[src/hw/rtl/assert_macros.svh]
// ----------------------------------------------------------------------------
// assertion macros
// concurrent checks on the rising clock edge, disabled while reset is low
// ----------------------------------------------------------------------------
`ifndef ASSERT_MACROS_SVH
`define ASSERT_MACROS_SVH

`ifndef ASSERT_OFF
// condition holds at every edge
`define ASSERT_ALWAYS(lbl, clk, rst_n, cond) \
    lbl: assert property (@(posedge clk) disable iff (!rst_n) (cond)) \
        else $error("assertion failed");
// antecedent at one edge implies consequent at the next edge
`define ASSERT_IMPLY_NEXT(lbl, clk, rst_n, ante, cons) \
    lbl: assert property (@(posedge clk) disable iff (!rst_n) (ante) |=> (cons)) \
        else $error("assertion failed");
`else
`define ASSERT_ALWAYS(lbl, clk, rst_n, cond)
`define ASSERT_IMPLY_NEXT(lbl, clk, rst_n, ante, cons)
`endif

`endif

[src/hw/rtl/csed_pkg.sv]
`timescale 1ns / 1ps
// ----------------------------------------------------------------------------
// csed_pkg
// shared widths, constants, types and helpers of the energy detector
// ----------------------------------------------------------------------------
package csed_pkg;

    localparam int WINDOW     = 480;
    localparam int PTR_W      = (WINDOW > 1) ? $clog2(WINDOW) : 1;
    localparam int WIN_W      = $clog2(WINDOW + 1);
    localparam int SAMPLE_W   = 16;
    localparam int SQ_W       = 2 * SAMPLE_W;
    localparam int ENERGY_W   = PTR_W + 31;
    localparam int E16_W      = ENERGY_W + 16;
    localparam int FLOOR_W    = 56;
    localparam int RATIO_W    = 8;
    localparam int FMIN_W     = 31;
    localparam int RISE_W     = 17;
    localparam int OUT_E_W    = 39;
    localparam int PROD_W     = FLOOR_W + RATIO_W;
    localparam int HIP_W      = FLOOR_W - 16 + RISE_W;
    localparam int LOP_W      = 16 + RISE_W;
    localparam int FMINP_W    = FMIN_W + WIN_W;
    localparam int CFG_IDX_W  = 2;
    localparam int CFG_DATA_W = 31;

    localparam logic [FLOOR_W-1:0] FLOOR_MAX = {FLOOR_W{1'b1}};
    localparam logic [63:0] FLOOR_RAW = 64'd1000000000 * 64'(WINDOW) * 64'd65536;
    localparam logic [FLOOR_W-1:0] FLOOR_RST =
        (FLOOR_RAW > 64'(FLOOR_MAX)) ? FLOOR_MAX : FLOOR_RAW[FLOOR_W-1:0];
    localparam logic [OUT_E_W-1:0] OUT_E_MAX = {OUT_E_W{1'b1}};

    localparam logic [RATIO_W-1:0] RATIO_RST = 8'd9;
    localparam logic [FMIN_W-1:0]  FMIN_RST  = 31'd25;
    localparam logic [RISE_W-1:0]  RISE_RST  = 17'd65569;

    typedef enum logic [CFG_IDX_W-1:0] {
        CFG_RATIO_SQ    = 2'd0,
        CFG_FLOOR_MIN   = 2'd1,
        CFG_RISE_FACTOR = 2'd2
    } t_cfg_idx;

    typedef struct packed {
        logic [RATIO_W-1:0] ratio_sq;
        logic [FMIN_W-1:0]  floor_min;
        logic [RISE_W-1:0]  rise_factor;
    } t_floor_cfg;

    typedef struct packed {
        logic               busy_res;
        logic [OUT_E_W-1:0] window_energy;
    } t_eval_res;

    function automatic logic [SQ_W-1:0] sq16(input logic [SAMPLE_W-1:0] raw);
        logic [SAMPLE_W-1:0] mag;
        mag = raw[SAMPLE_W-1] ? SAMPLE_W'({SAMPLE_W{1'b0}} - raw) : raw;
        return SQ_W'(mag) * SQ_W'(mag);
    endfunction

endpackage

[src/hw/rtl/csed_floor.sv]
`timescale 1ns / 1ps
// ----------------------------------------------------------------------------
// csed_floor
// noise floor tracking and busy decision, one evaluation at a time
// ----------------------------------------------------------------------------
module csed_floor (
    input  logic                          i_clk,
    input  logic                          i_rst_n,
    input  logic                          i_start,
    input  logic [csed_pkg::ENERGY_W-1:0] i_energy,
    input  csed_pkg::t_floor_cfg          i_cfg,
    output logic                          o_busy,
    output logic                          o_done,
    output csed_pkg::t_eval_res           o_res
);
    import csed_pkg::*;

    typedef enum logic [2:0] {
        S_IDLE,
        S_MUL,
        S_UPD,
        S_RAT,
        S_CMP
    } t_state;

    t_state              r_state;
    logic [FLOOR_W-1:0]  r_floor;
    logic [E16_W-1:0]    r_e16;
    logic [OUT_E_W-1:0]  r_e_out;
    logic                r_drop;
    logic [HIP_W-1:0]    r_hi_p;
    logic [LOP_W-1:0]    r_lo_p;
    logic [FMINP_W-1:0]  r_fmin_p;
    logic [PROD_W-1:0]   r_rp;
    logic [63:0]         rise_sum;
    logic [63:0]         fmin_sh;
    logic [FLOOR_W-1:0]  rise_sat;
    logic [FLOOR_W-1:0]  fmin_sat;
    logic [FLOOR_W-1:0]  cand;
    logic [FLOOR_W-1:0]  n_floor;

    always_comb begin
        rise_sum = 64'(r_hi_p) + 64'(r_lo_p[LOP_W-1:16]);
        rise_sat = (rise_sum > 64'(FLOOR_MAX)) ? FLOOR_MAX : rise_sum[FLOOR_W-1:0];
        fmin_sh  = 64'(r_fmin_p) << 16;
        fmin_sat = (fmin_sh > 64'(FLOOR_MAX)) ? FLOOR_MAX : fmin_sh[FLOOR_W-1:0];
        cand     = r_drop ? FLOOR_W'(r_e16) : rise_sat;
        n_floor  = (cand < fmin_sat) ? fmin_sat : cand;
    end

    always_ff @(posedge i_clk) begin
        if (!i_rst_n) begin
            r_state <= S_IDLE;
            r_floor <= FLOOR_RST;
        end else begin
            case (r_state)
                S_IDLE: begin
                    if (i_start) begin
                        r_e16   <= {i_energy, 16'd0};
                        r_e_out <= (64'(i_energy) > 64'(OUT_E_MAX)) ? OUT_E_MAX
                                                                    : OUT_E_W'(i_energy);
                        r_state <= S_MUL;
                    end
                end
                S_MUL: begin
                    r_drop   <= (64'(r_e16) < 64'(r_floor));
                    r_hi_p   <= HIP_W'(r_floor[FLOOR_W-1:16]) * HIP_W'(i_cfg.rise_factor);
                    r_lo_p   <= LOP_W'(r_floor[15:0]) * LOP_W'(i_cfg.rise_factor);
                    r_fmin_p <= FMINP_W'(i_cfg.floor_min) * FMINP_W'(WINDOW);
                    r_state  <= S_UPD;
                end
                S_UPD: begin
                    r_floor <= n_floor;
                    r_state <= S_RAT;
                end
                S_RAT: begin
                    r_rp    <= PROD_W'(i_cfg.ratio_sq) * PROD_W'(r_floor);
                    r_state <= S_CMP;
                end
                S_CMP: begin
                    r_state <= S_IDLE;
                end
                default: begin
                    r_state <= S_IDLE;
                end
            endcase
        end
    end

    assign o_busy              = (r_state != S_IDLE);
    assign o_done              = (r_state == S_CMP);
    assign o_res.busy_res      = (PROD_W'(r_e16) > r_rp);
    assign o_res.window_energy = r_e_out;

endmodule

[config.mk]
export PLATFORM = sky130hd
export DESIGN_NAME = csed_floor
export DESIGN_NICKNAME = d
export VERILOG_FILES = /design/src/hw/rtl/assert_macros.svh /design/src/hw/rtl/csed_pkg.sv /design/src/hw/rtl/csed_floor.sv
export SDC_FILE = /design/constraint.sdc
export NUM_CORES = 2
export LEC_CHECK = 0
export BUFFER_PORTS_ARGS = -buffer_cell sky130_fd_sc_hd__buf_2
export CAP_MARGIN = 10
export CORE_AREA = 2 2 336 338
export DETAILED_ROUTE_END_ITERATION = 10
export DIE_AREA = 0 0 338 340
export PLACE_DENSITY = 0.71
export SLEW_MARGIN = 0
export SYNTH_ARGS = -nofsm -noshare
export SYNTH_HDL_FRONTEND = slang
export SYNTH_SLANG_ARGS = --single-unit
[constraint.sdc]
create_clock -name i_clk -period 13.85 [get_ports i_clk]
set_input_delay 1.385 -clock i_clk [delete_from_list [all_inputs] [get_ports i_clk]]
set_output_delay 1.385 -clock i_clk [all_outputs]
set_load 0.05 [all_outputs]
# ---- After elaboration in Yosys (flattened, before gate mapping)
# Index checks and enable logic that the tools add are counted.
dict set report totals {
  register_bits 328
  in_bits 99
  word_cells 36
}
dict set report op_classes {
  n_addsub 1
  multipliers 4
  magnitude_cmp 6
  n_eq_ne 5
  n_mux 6
  n_reduce_logical 5
}
# operator count
set op_table {}
lappend op_table {{$mux W56} 4}
lappend op_table {{$lt A56 B56 Y1} 2}
lappend op_table {{$gt A56 B64 Y1} 1}
lappend op_table {{$mul A8 B56 Y64} 1}
lappend op_table {{$add A57 B17 Y58} 1}
lappend op_table {{$gt A58 B56 Y1 const B} 1}
lappend op_table {{$mul A40 B17 Y57} 1}
lappend op_table {{$gt A56 B56 Y1 const B} 1}
lappend op_table {{$gt A40 B39 Y1 const B} 1}
lappend op_table {{$mul A31 B4 Y35 const B} 1}
lappend op_table {{$mul A16 B17 Y33} 1}
lappend op_table {{$pmux W3 S4} 1}
lappend op_table {{$eq A3 B2 Y1 const B} 2}
lappend op_table {{$reduce_and A2 Y1} 2}
lappend op_table {{$eq A3 B1 Y1 const B} 1}
lappend op_table {{$eq A3 B3 Y1 const B} 1}
lappend op_table {{$logic_not A3 Y1} 1}
lappend op_table {{$mux W3} 1}
lappend op_table {{$reduce_and A3 Y1} 1}
lappend op_table {{$reduce_bool A3 Y1} 1}
lappend op_table {{$ne A2 B2 Y1 const B} 1}

# ---- Logic depth before layout (Yosys ltp)
dict set report logic_depth {
  depth_word 6
  depth_mapped 28
  depth_no_buf 25
}

# ---- Least setup slack after synthesis
# No wires, ideal clock.
dict set report synth_path {
  kind {input -> register}
  from {in i_rst_n}
  to {reg r_drop, enable pin}
  setup_ns 0.887
  arrival_time_ns 13.224
  slack_ns -0.261
  stages 4
  n_path_buf 2
  path_cell_list {clkbuf_1 inv_1 clkbuf_1 nor4b_1}
}
dict set report synth_via {
  elab_chain_cells 1
}
# item line
set synth_rtl {}
lappend synth_rtl {{from (decl)} csed_floor.sv:8} ;# input logic i_rst_n,
lappend synth_rtl {{$reduce_and A2 Y1 (no source line)} --}
lappend synth_rtl {{to (signal assigned)} csed_floor.sv:66} ;# r_drop <= (64'(r_e16) < 64'(r_floor));
lappend synth_rtl {{to (decl)} csed_floor.sv:30} ;# logic r_drop;
# No other way between the ends.
# A chain may end at the register's enable or synchronous reset.

# ---- Worst setup path in the final report
dict set report layout_path {
  from {in i_cfg[7] (netlist name)}
  to {reg r_hi_p[55] (data pin)}
}
dict set report layout_via {
  elab_chain_cells 1
}
# item line
set layout_rtl {}
lappend layout_rtl {{from (decl)} csed_floor.sv:11} ;# input csed_pkg::t_floor_cfg i_cfg,
lappend layout_rtl {{$mul A40 B17 Y57} csed_floor.sv:67} ;# r_hi_p <= HIP_W'(r_floor[FLOOR_W-1:16]) * HIP_W'(i_cfg.rise_factor);
lappend layout_rtl {{to (signal assigned)} csed_floor.sv:67}
lappend layout_rtl {{to (decl)} csed_floor.sv:31} ;# logic [HIP_W-1:0] r_hi_p;
# No other way between the ends.

==> results.sh <==
export IMPL_cts_tree="yes"
export IMPL_outcome="finished clean"
export IMPL_crit_path_max_fanout=33
export IMPL_grt_setup_unrepaired="no"
export IMPL_syn_cell_area_sq_um=60640
export IMPL_die_area_sq_um=114900
export IMPL_vias_per_cell=5.728
export IMPL_syn_area_per_cell_sq_um=9.200
export IMPL_core_sq_um=111600
export IMPL_fin_setup_tns_ns=0
export IMPL_slew_violations=0
export IMPL_cts_resized=0
export IMPL_die_height_um=340
export IMPL_clkTransAtPathRegs_ns=0.06
export IMPL_cts_root_buffer="clkbuf_16"
export IMPL_fin_crit_ns=9.027
export IMPL_synth_cells=6592
export IMPL_route_detailed_drc=0
export IMPL_yosysWarnings=0
export IMPL_grt_pass1_vias=49470
export IMPL_synth_seq_cells=312
export IMPL_cts_sinks=312
export IMPL_clockBufferDepth=3
export IMPL_async_reset_ff_share_pct=0
export IMPL_r2r_slack_ns=5.65
export IMPL_crit_required_ns=14.16
export IMPL_post_drt_wl_per_cell_um=20.80
export IMPL_ff2ff_path_depth=23
export IMPL_post_cts_setup_buffers=0
export IMPL_pin_count=141
export IMPL_fin_crit_sh_pct=65.18
export IMPL_syn_to_final_growth_pct=5.195
export IMPL_grtUsageTotal_pct=30.62
export IMPL_syn_nets=8337
export IMPL_hpwl_mm=127.2
export IMPL_yosysSeqAreaShare_pct=14.48
export IMPL_die_x_um=338
export IMPL_fin_nets=8243
export IMPL_grt_overflow_total=0
export IMPL_path_class="input port to register"
export IMPL_hold_buffers=0
export IMPL_final_common_cell="inv_1"
export IMPL_synth_area_leaders="fa_1 (38%), edfxtp_1 (13%), ha_1 (10%)"
export IMPL_clock_latency_ns=0.60
export IMPL_synth_top_area_share_pct=38.29
export IMPL_drive_above_1_share_pct=5.469
export IMPL_setup_viol=0
export IMPL_antenna_found_initial=4
export IMPL_grt_pass1_wl_mm=273.2
export IMPL_htreeDepth=2
export IMPL_portBuffers=140
export IMPL_hold_viol_final=0
export IMPL_grt_max_degree=80
export IMPL_max_clock_freq_mhz=110.8
export IMPL_first_iter_violations=3672
export IMPL_arrival_ns=9.34
export IMPL_maxCapViolCount=0
export IMPL_synth_largest_area_cell="fa_1"
export IMPL_synth_cell_type_count=75
export IMPL_ant_nets=0
export IMPL_row_count=123
export IMPL_min_path_cells=2
export IMPL_fin_worst_skew_ns=0.04204
export IMPL_synth_edff_count=253
export IMPL_whs_endpoint="r_floor[34]"
export IMPL_r2r_end="r_hi_p[55]"
export IMPL_firstDrtPassIters=6
export IMPL_cts_buffers_inserted=38
export IMPL_holdWs_ns=0.4701
export IMPL_finish_utilization_pct=57.18
export IMPL_ff_latch_area_sq_um=8780
export IMPL_routed_wl_mm=167.0
export IMPL_fillCellCount=9738
export IMPL_multi_input_area_sq_um=45950
export IMPL_hp_class="register to register"
export IMPL_place_congestion=0.9297
export IMPL_initial_core_util_pct=54.35
export IMPL_r2r_start="r_floor[30]"
export IMPL_final_cell_mix="inv_1 (1,213), fa_1 (1,160), nand2_1 (1,111), ha_1 (486), and2_1 (467)"
export IMPL_worstMarginPinSlew_ns=1.267
export IMPL_vias=45990
export IMPL_crit_path_start_kind="input port"
export IMPL_slew_headroom_pct=15.52
export IMPL_synth_flop_cell="edfxtp_1"
export IMPL_crit_path_end_kind="register"
export IMPL_hp_start="r_floor[34]"
==> worst max-delay path, cell delays in order <==
cell	delay, ns
buf_2	0.47
buf_4	0.58
nand2_1	0.16
fa_1	0.55
inv_1	0.06
fa_1	0.53
inv_1	0.06
fa_1	0.52
fa_1	0.44
fa_1	0.52
fa_1	0.55
inv_1	0.04
ha_1	0.38
and4_1	0.28
and3_1	0.19
a221oi_1	0.30
o211ai_1	0.28
a211oi_1	0.58
nor2_1	0.13
o21a_1	0.26
a221o_1	0.36
a221oi_1	0.34
o21ai_0	0.17
xor2_1	0.17
==> per-layer routing <==
metal / track usage [%] / part of all wire, % / vias up
li1: - / - / 20240
met1: 40.16 / 40 / 23350
met2: 49.72 / 47 / 1937
met3: 4.905 / 7.9 / 464
met4: 14.69 / 5.5 / 2
met5: 0 / 0.0078 / -
==> sequential cells by signal, summed over array words and instances (netlist names) <==
register,count
r_rp,64
r_e_out,39
r_fmin_p,35
r_e16,40
r_state,3
r_floor,56
r_drop,1
r_hi_p,57
r_lo_p,17
==> kinds of logic after synthesis <==
group                      Yosys count  synth area share [%]
buffers and inverters             1578                 9.794
xor gates and xnor gates           202                 2.917
AOI/OAI and AO/OA                  738                 7.809
adders and majority gates         1646                 48.32
DFF                                312                 14.48
and+or+nand+nor                   2097                 16.37
muxes                               19                0.3136
==> worst max path at each step <==
stage / from / endpoint / slack, ns / depth (start not counted)
3_3_place_gp: i_cfg[7] / r_hi_p[55] / 4.54 / 26
5_1_grt: i_cfg[7] / r_hi_p[55] / 4.35 / 26
6_report: i_cfg[7] / r_hi_p[55] / 4.82 / 24
2_1_floorplan: i_rst_n / r_drop / 5.30 / 4
4_1_cts: i_cfg[7] / r_hi_p[55] / 5.00 / 26
3_5_place_dp: i_cfg[7] / r_hi_p[55] / 4.40 / 26
==> layout make-up <==
class | instances | share of cell area, %
Timing Repair Buffer | 231 | 2.169
Multi-Input combinational cell | 4702 | 72.04
Inverter | 1213 | 7.137
Antenna cell | 1 | 0.003923
Clock inverter | 20 | 0.2903
Clock buffer | 50 | 1.659
Tap cell | 1500 | 2.942
Sequential cell | 312 | 13.76
==> synthesized netlist by cell type, types with 39 or more instances <==
cell type  instances
inv_1           1213
fa_1            1160
nand2_1         1112
ha_1             486
and2_1           467
clkbuf_1         352
edfxtp_1         253
a21oi_1          207
o21ai_0          160
nor2_1           152
xnor2_1          138
a21o_1           104
xor2_1            64
nand3_1           60
dfxtp_1           59
nand4_1           47
or2_2             47
nor3_1            45
o21bai_1          39
==> per-stage QoR <==
step                setup WS (ns)  std cells  instance area [sq um]
detailed placement          4.401       7958                  62550
CTS                         5.000       8028                  63790
floorplan                   5.297       6592                  60650
global route                4.347       8029                  63790
finish                      4.823       8029                  63790
global placement            4.544       7958                  62550
Power is left out: the tool's default activity adds up to more than one toggle a clock period on the data nets, which glitch-free logic cannot reach.
